**src/rtl/deoq_pkg.sv**
```systemverilog
`default_nettype none
package deoq_pkg;

  // Default number of queue entries.
  localparam int DEFAULT_QUEUE_DEPTH = 16;

  // Field widths.
  localparam int SEC_W  = 32;
  localparam int NSEC_W = 30;
  localparam int KEY_W  = SEC_W + NSEC_W;
  localparam int HDL_W  = 8;
  localparam int STAT_W = 3;

  // Command codes.
  localparam logic CMD_INSERT = 1'b0;
  localparam logic CMD_POLL   = 1'b1;

  // Result status codes.
  localparam logic [STAT_W-1:0] ST_INSERTED = 3'd0;
  localparam logic [STAT_W-1:0] ST_FULL     = 3'd1;
  localparam logic [STAT_W-1:0] ST_FIRED    = 3'd2;
  localparam logic [STAT_W-1:0] ST_NOT_DUE  = 3'd3;
  localparam logic [STAT_W-1:0] ST_EMPTY    = 3'd4;

  // One stored event: deadline key {sec, nsec} and its handler id.
  typedef struct packed {
    logic [KEY_W-1:0] key;
    logic [HDL_W-1:0] handler;
  } entry_t;

endpackage
`default_nettype wire

```
**src/rtl/deoq_mem.sv**
```systemverilog
`default_nettype none
module deoq_mem #(
  parameter int QUEUE_DEPTH = deoq_pkg::DEFAULT_QUEUE_DEPTH
) (
  input  wire logic                           clk,
  input  wire logic                           we,
  input  wire logic [$clog2(QUEUE_DEPTH)-1:0] waddr,
  input  wire deoq_pkg::entry_t               wdata,
  input  wire logic                           re,
  input  wire logic [$clog2(QUEUE_DEPTH)-1:0] raddr,
  output deoq_pkg::entry_t                    rdata
);
  import deoq_pkg::*;

  entry_t mem [QUEUE_DEPTH];

  // One write port and one registered read port.
  always_ff @(posedge clk) begin
    if (we) begin
      mem[waddr] <= wdata;
    end
    if (re) begin
      rdata <= mem[raddr];
    end
  end

endmodule
`default_nettype wire

```
**src/rtl/deoq_cmp.sv**
```systemverilog
`default_nettype none
module deoq_cmp (
  input  wire logic [deoq_pkg::KEY_W-1:0] a,
  input  wire logic [deoq_pkg::KEY_W-1:0] b,
  output logic                            a_gt_b
);
  import deoq_pkg::*;

  // Shared magnitude compare used by both the insert walk and the poll check.
  assign a_gt_b = (a > b);

endmodule
`default_nettype wire

```
**src/rtl/deoq_seq.sv**
```systemverilog
`default_nettype none
module deoq_seq #(
  parameter int QUEUE_DEPTH = deoq_pkg::DEFAULT_QUEUE_DEPTH
) (
  input  wire logic                           clk,
  input  wire logic                           rst,
  input  wire logic                           start,
  output logic                                busy,
  input  wire logic                           cmd,
  input  wire logic [deoq_pkg::SEC_W-1:0]     deadline_sec,
  input  wire logic [deoq_pkg::NSEC_W-1:0]    deadline_nsec,
  input  wire logic [deoq_pkg::HDL_W-1:0]     handler_in,
  input  wire logic [deoq_pkg::SEC_W-1:0]     now_sec,
  output logic                                done,
  output logic [deoq_pkg::STAT_W-1:0]         status,
  output logic [deoq_pkg::HDL_W-1:0]          handler_out,
  // Memory port.
  output logic                                mem_we,
  output logic [$clog2(QUEUE_DEPTH)-1:0]      mem_waddr,
  output deoq_pkg::entry_t                    mem_wdata,
  output logic                                mem_re,
  output logic [$clog2(QUEUE_DEPTH)-1:0]      mem_raddr,
  input  wire deoq_pkg::entry_t               mem_rdata,
  // Shared compare unit.
  output logic [deoq_pkg::KEY_W-1:0]          cmp_b,
  input  wire logic                           cmp_gt
);
  import deoq_pkg::*;

  localparam int PTR_W = $clog2(QUEUE_DEPTH);
  localparam int CNT_W = $clog2(QUEUE_DEPTH + 1);
  localparam int SUM_W = CNT_W + 1;

  localparam logic [2:0] S_IDLE     = 3'd0;
  localparam logic [2:0] S_INS_STEP = 3'd1;
  localparam logic [2:0] S_INS_CMP  = 3'd2;
  localparam logic [2:0] S_POLL_CMP = 3'd3;

  logic [2:0]       state, state_next;
  logic [CNT_W-1:0] count, count_next;
  logic [PTR_W-1:0] head, head_next;
  logic [CNT_W-1:0] idx, idx_next;
  logic [KEY_W-1:0] key, key_next;
  logic [HDL_W-1:0] hdl, hdl_next;
  logic             done_next;
  logic [STAT_W-1:0] status_next;
  logic [HDL_W-1:0] handler_out_next;

  logic [CNT_W-1:0] idx_dec;
  logic [SUM_W-1:0] rd_sum, wr_sum;
  logic [PTR_W-1:0] phys_rd, phys_wr;
  logic             full, empty;

  // Logical to physical address mapping over the circular buffer.
  assign idx_dec = idx - CNT_W'(1);
  always_comb begin
    rd_sum = SUM_W'(head) + SUM_W'(idx_dec);
    if (rd_sum >= SUM_W'(QUEUE_DEPTH)) begin
      rd_sum = rd_sum - SUM_W'(QUEUE_DEPTH);
    end
    wr_sum = SUM_W'(head) + SUM_W'(idx);
    if (wr_sum >= SUM_W'(QUEUE_DEPTH)) begin
      wr_sum = wr_sum - SUM_W'(QUEUE_DEPTH);
    end
  end
  assign phys_rd = rd_sum[PTR_W-1:0];
  assign phys_wr = wr_sum[PTR_W-1:0];

  assign full  = (count == CNT_W'(QUEUE_DEPTH));
  assign empty = (count == '0);
  assign busy  = (state != S_IDLE);
  assign cmp_b = key;

  // Sequencer: insert walks from the tail toward the head, one entry at a time; poll checks the head.
  always_comb begin
    state_next       = state;
    count_next       = count;
    head_next        = head;
    idx_next         = idx;
    key_next         = key;
    hdl_next         = hdl;
    done_next        = 1'b0;
    status_next      = status;
    handler_out_next = handler_out;
    mem_we           = 1'b0;
    mem_waddr        = phys_wr;
    mem_wdata        = '{key: key, handler: hdl};
    mem_re           = 1'b0;
    mem_raddr        = phys_rd;
    unique case (state)
      S_IDLE: begin
        if (start) begin
          if (cmd == CMD_INSERT) begin
            key_next = {deadline_sec, deadline_nsec};
            hdl_next = handler_in;
            idx_next = count;
            if (full) begin
              done_next        = 1'b1;
              status_next      = ST_FULL;
              handler_out_next = '0;
            end else begin
              state_next = S_INS_STEP;
            end
          end else begin
            // A head is not due when its key exceeds {now, all-ones nsec}.
            key_next = {now_sec, {NSEC_W{1'b1}}};
            if (empty) begin
              done_next        = 1'b1;
              status_next      = ST_EMPTY;
              handler_out_next = '0;
            end else begin
              mem_re     = 1'b1;
              mem_raddr  = head;
              state_next = S_POLL_CMP;
            end
          end
        end
      end
      S_INS_STEP: begin
        if (idx == '0) begin
          mem_we           = 1'b1;
          count_next       = count + CNT_W'(1);
          done_next        = 1'b1;
          status_next      = ST_INSERTED;
          handler_out_next = '0;
          state_next       = S_IDLE;
        end else begin
          mem_re     = 1'b1;
          state_next = S_INS_CMP;
        end
      end
      S_INS_CMP: begin
        mem_we = 1'b1;
        if (cmp_gt) begin
          // Stored entry is later: move it one place toward the tail.
          mem_wdata  = mem_rdata;
          idx_next   = idx_dec;
          state_next = S_INS_STEP;
        end else begin
          count_next       = count + CNT_W'(1);
          done_next        = 1'b1;
          status_next      = ST_INSERTED;
          handler_out_next = '0;
          state_next       = S_IDLE;
        end
      end
      S_POLL_CMP: begin
        done_next  = 1'b1;
        state_next = S_IDLE;
        if (cmp_gt) begin
          status_next      = ST_NOT_DUE;
          handler_out_next = '0;
        end else begin
          status_next      = ST_FIRED;
          handler_out_next = mem_rdata.handler;
          count_next       = count - CNT_W'(1);
          head_next        = (head == PTR_W'(QUEUE_DEPTH - 1)) ? '0 : head + PTR_W'(1);
        end
      end
      default: begin
        state_next = S_IDLE;
      end
    endcase
  end

  // Control state.
  always_ff @(posedge clk) begin
    if (rst) begin
      state <= S_IDLE;
      count <= '0;
      head  <= '0;
      done  <= 1'b0;
    end else begin
      state <= state_next;
      count <= count_next;
      head  <= head_next;
      done  <= done_next;
    end
  end

  // Working and result registers.
  always_ff @(posedge clk) begin
    idx         <= idx_next;
    key         <= key_next;
    hdl         <= hdl_next;
    status      <= status_next;
    handler_out <= handler_out_next;
  end

endmodule
`default_nettype wire

```
**src/rtl/deadline_ordered_event_queue_core.sv**
```systemverilog
`default_nettype none
// Deadline-ordered event queue.
//
// Command channel: a word is taken at a rising edge where start is high and
// busy is low. cmd selects insert (deadline_sec, deadline_nsec, handler_in)
// or poll (now_sec). Every command gives exactly one result word: status and
// handler_out, shown for one cycle while done is high.
//
// Results: a refused insert (queue full) or a poll of an empty queue answers
// in the cycle after the command. A poll reads the head entry and answers from
// S_POLL_CMP. An insert walks from the tail: each stored entry with a later
// deadline is read in S_INS_STEP, then compared and moved one place through
// the entry memory in S_INS_CMP, compared by one shared comparator; the walk
// ends at an entry that is not later or at the head. busy stays high until the
// result is shown, so the next command can be taken in the cycle where done
// is high.
//
// Reset empties the queue at once; no memory clearing is needed. The receiver
// cannot stall: done is a strobe and the result is lost if not captured.
module deadline_ordered_event_queue_core #(
  parameter int QUEUE_DEPTH = deoq_pkg::DEFAULT_QUEUE_DEPTH
) (
  input  wire logic                        clk,
  input  wire logic                        rst,
  input  wire logic                        start,
  output logic                             busy,
  input  wire logic                        cmd,
  input  wire logic [deoq_pkg::SEC_W-1:0]  deadline_sec,
  input  wire logic [deoq_pkg::NSEC_W-1:0] deadline_nsec,
  input  wire logic [deoq_pkg::HDL_W-1:0]  handler_in,
  input  wire logic [deoq_pkg::SEC_W-1:0]  now_sec,
  output logic                             done,
  output logic [deoq_pkg::STAT_W-1:0]      status,
  output logic [deoq_pkg::HDL_W-1:0]       handler_out
);
  import deoq_pkg::*;

  localparam int PTR_W = $clog2(QUEUE_DEPTH);

  logic             mem_we, mem_re;
  logic [PTR_W-1:0] mem_waddr, mem_raddr;
  entry_t           mem_wdata, mem_rdata;
  logic [KEY_W-1:0] cmp_b;
  logic             cmp_gt;

  // Command sequencer.
  deoq_seq #(.QUEUE_DEPTH(QUEUE_DEPTH)) u_seq (
    .clk          (clk),
    .rst          (rst),
    .start        (start),
    .busy         (busy),
    .cmd          (cmd),
    .deadline_sec (deadline_sec),
    .deadline_nsec(deadline_nsec),
    .handler_in   (handler_in),
    .now_sec      (now_sec),
    .done         (done),
    .status       (status),
    .handler_out  (handler_out),
    .mem_we       (mem_we),
    .mem_waddr    (mem_waddr),
    .mem_wdata    (mem_wdata),
    .mem_re       (mem_re),
    .mem_raddr    (mem_raddr),
    .mem_rdata    (mem_rdata),
    .cmp_b        (cmp_b),
    .cmp_gt       (cmp_gt)
  );

  // Entry storage, kept as a circular buffer.
  deoq_mem #(.QUEUE_DEPTH(QUEUE_DEPTH)) u_mem (
    .clk  (clk),
    .we   (mem_we),
    .waddr(mem_waddr),
    .wdata(mem_wdata),
    .re   (mem_re),
    .raddr(mem_raddr),
    .rdata(mem_rdata)
  );

  // Shared deadline comparator.
  deoq_cmp u_cmp (
    .a     (mem_rdata.key),
    .b     (cmp_b),
    .a_gt_b(cmp_gt)
  );

endmodule
`default_nettype wire

```
**config.mk**
```make
export PLATFORM = sky130hd
export DESIGN_NAME = deadline_ordered_event_queue_core
export DESIGN_NICKNAME = d
export VERILOG_FILES = /design/src/rtl/deoq_pkg.sv /design/src/rtl/deoq_mem.sv /design/src/rtl/deoq_cmp.sv /design/src/rtl/deoq_seq.sv /design/src/rtl/deadline_ordered_event_queue_core.sv
export SDC_FILE = /design/constraint.sdc
export NUM_CORES = 2
export LEC_CHECK = 0
export BUFFER_PORTS_ARGS = -buffer_cell sky130_fd_sc_hd__buf_2
export CORE_MARGIN = 5
export CORE_UTILIZATION = 28
export CTS_CLUSTER_DIAMETER = 200
export CTS_CLUSTER_SIZE = 14
export DETAILED_ROUTE_END_ITERATION = 10
export PLACE_DENSITY = 0.55
export SLEW_MARGIN = 5
export SYNTH_ARGS = -nofsm -noshare
export SYNTH_HDL_FRONTEND = slang
export SYNTH_SLANG_ARGS = --single-unit
export TNS_END_PERCENT = 30
```
**constraint.sdc**
```tcl
create_clock -name clk -period 6.5 [get_ports clk]
set_input_delay 0.325 -clock clk [delete_from_list [all_inputs] [get_ports clk]]
set_output_delay 0.325 -clock clk [all_outputs]
set_load 0.02 [all_outputs]
```
==> results.toml <==
[sta]
fin_worst_skew_ns = 0.0365
relSlewSlack_pct = 33.0
setup_viol = 0
finalHoldWorstSlack_ns = 0.0689
fin_crit_sh_pct = 71.4
period_minus_slack_ns = 4.64
fin_tns_setup_ns = 0
max_freq_mhz = 215
maxSlewViolCount = 0
tightest_slew_ns = 0.996
rsz0062_at_grt = "false"
hold_viol = 0

[critical_path]
worst_ep_required_time_ns = 6.93
crit_path_end_kind = "flop"
startpoint_type = "flop"
crit_path_max_fanout = 73
worstPathArrival_ns = 5.07
path_class = "reg2reg"

[logic_synthesis]
syn_area_um2 = 51400
yosys_register_bits = 1288
syn_avg_cell_area_um2 = 20.1
yosys_most_used_dff = "edfxtp_1"
synth-edff-count = 1276
synth-seq-area-share_pct = 75.0
yosysWarnings = 0
syn-instance-count = 2554
synthesis.nets = 2741
ys_types = 56
postSynth.asyncResetShare_pct = 0

[power]
p_sw_share_pct = 31.8
power.internal_w = 0.0170
ir_drop_mv = 0.771
seqPwrFrac_pct = 43.6
combPwrFrac_pct = 34.0
clockPowerShare_pct = 22.3
p_leak_nw = 19.0
p_sw_w = 0.00795
powerDensity_nw_per_um2 = 420

[routing]
drtIter0Drc = 1749
drt-total-wl_um = 125000
first_pass_iters = 5
routed_via_density = 4.65
vias = 24900
drcViolationCount = 0
wire_per_inst_um = 23.3
drtAntennaViolNets = 0

[cts]
clkLatencyLatePin_ns = 0.71
cts_root_buffer = "clkbuf_16"
postCtsSetupRepairBufs = 0
path_clk_slew_ns = 0.07
htreeDepth = 3
cts_inserted_buffers = 101
cts_num_sinks = 1288
clk_path_buf_depth = 3
cts_tree = "yes"

[die]
num_rows = 157
initial_core_util_pct = 28.1
ios = 119
fp.dieArea_um2 = 192000
die_y_um = 438
die_x_um = 438
core-area_um2 = 183000

[cells_and_area]
area_growth_pct = 15.8
fin_nets = 3058
drive_gt1_share_pct = 25.1

[grt]
grt_util_met1_pct = 16.1
grt_overflow_total = 0
grtUsageTotal_pct = 12.8
first_global_vias = 26000
antenna_found_initial = 5
top_usage_layer = "met2"
gr-usage-met2_pct = 23.3
grt_max_degree = 139
grt_pass1_wl_um = 181000
met3_usage_pct = 1.36

[job]
cap_violations = 0

[outcome]
status = "completed"

[placement]
port_buffers = 118
dp_hpwl_um = 66400
place_congestion = 0.745

[worst_hold_path]
hold_class = "in2reg"
synth_stat cells (9+ instances only):
cell type,instances,area (um2)
a21oi_1,101,505
nor2_1,44,165
mux2_2,43,484
buf_2,37,185
nand3_1,9,45.0
or2_2,31,194
xnor2_1,9,78.8
buf_6,14,158
mux4_2,280,6310
dfxtp_1,12,240
clkbuf_1,66,248
mux2i_1,78,781
nor2b_1,76,475
a211oi_1,73,548
nand2_1,87,327
inv_1,78,293
and2_1,11,68.8
nand4_1,9,56.3
o21ai_0,75,375
edfxtp_1,1276,38300
ha_1,78,976
worst paths after layout:
| path | from | endpoint | slack [ns] | depth (start not counted) |
|---|---|---|---|---|
| max | u_mem.rdata[65] | u_mem.mem[2][57] | 1.86 | 10 |
| min reg2reg | u_mem.rdata[0] | u_seq.handler_out[0] | 0.56 | 1 |
| min | deadline_sec[12] | u_seq.cmp_b[42] | 0.07 | 2 |
| max reg2reg | u_mem.rdata[65] | u_mem.mem[2][57] | 1.86 | 10 |
cell type report:
class	instances	area, um2
repair buffers	337	2740
flip-flops and latches	1288	38600
fillers	17300	123000
diodes	4	10.0
well taps	2464	3080
clock inverters	5	101
inverters	78	294
multi-input cells	1065	12100
clock buffers	117	2610
critical path: stages (launching register included):
cell and delay, ns:
edfxtp_1 0.40, ha_1 0.34, nand4_1 0.26, nor3_1 0.41, nor4b_1 0.82, buf_4 0.27
o22ai_1 0.17, nor3b_4 0.30, buf_4 0.75, o21ai_0 0.32, buf_4 0.27
flip-flops by register name (all words and copies together), names as in the netlist:
name               count
u_seq.idx              5
u_seq.status           3
u_seq.hdl              8
u_seq.count            5
u_seq.head             4
u_seq.state            2
u_seq.handler_out      8
u_mem.mem           1120
u_seq.done             1
u_seq.cmp_b           62
u_mem.rdata           70
layer usage:
layer | routed length (um) | share of wire (%) | vias up
met3 | 4560 | 3.7 | 129
met2 | 66100 | 53 | 528
met1 | 51200 | 41 | 13300
met5 | 0 | 0 | -
met4 | 2860 | 2.3 | 0
li1 | - | - | 11000
power groups by stage:
stage	registers [W]	clock network (W)	logic, W
2_1_floorplan	0.0111	0	0.00601
3_3_place_gp	0.0111	0	0.00854
3_5_place_dp	0.0111	0	0.00860
4_1_cts	0.0109	0.00574	0.00868
5_1_grt	0.0109	0.00605	0.00926
6_report	0.0109	0.00557	0.00850
kinds of logic after synthesis:
kind of cell             after synthesis  share of synthesized area, %
adder cells (fa/ha/maj)               81                          2.02
buffers and inverters                201                          1.77
AO/OA/AOI/OAI                        280                          3.29
AND/OR/NAND/NOR                      287                          2.89
multiplexers                         401                          14.7
XOR/XNOR                              16                         0.273
flip-flops                          1288                          75.0
stage by stage:
| stage | util, % | worst slack [ns] | cells | area (um2) | total power, W |
|---|---|---|---|---|---|
| 2_1_floorplan | - | 0.190 | 2554 | 51400 | 0.0171 |
| 3_3_place_gp | 30.5 | 1.72 | 5131 | 55800 | 0.0196 |
| 3_5_place_dp | 30.5 | 1.83 | 5131 | 55800 | 0.0197 |
| 4_1_cts | 32.5 | 1.76 | 5354 | 59500 | 0.0253 |
| 5_1_grt | 32.5 | 1.63 | 5358 | 59500 | 0.0263 |
| 6_report | 32.5 | 1.86 | 5358 | 59500 | 0.0250 |
cell usage in the layout (no fill, tap or decap), types with 8 or more instances in the layout:
master / n
clkbuf_16: 102
nor2b_1: 76
a211oi_1: 73
nor2_1: 28
inv_1: 77
nor2_4: 16
xnor2_1: 9
buf_4: 99
nand2_1: 87
ha_1: 78
a21o_1: 8
and2_1: 11
buf_2: 117
mux4_2: 280
nand3_1: 9
mux2i_1: 76
buf_12: 20
nand4_1: 9
mux2_2: 43
edfxtp_1: 1276
dfxtp_1: 12
clkbuf_1: 15
o21ai_0: 72
or2_2: 31
dlygate4sd3_1: 101
a21oi_1: 101
timing repair:
| action | CTS | global route |
|---|---|---|
| setup endpoints to repair | 0 | 0 |
| hold endpoints to repair | 76 | 0 |
| hold buffers | 101 | 0 |
| gates resized for setup | 0 | 0 |
(Power assumes the default switching activity.)
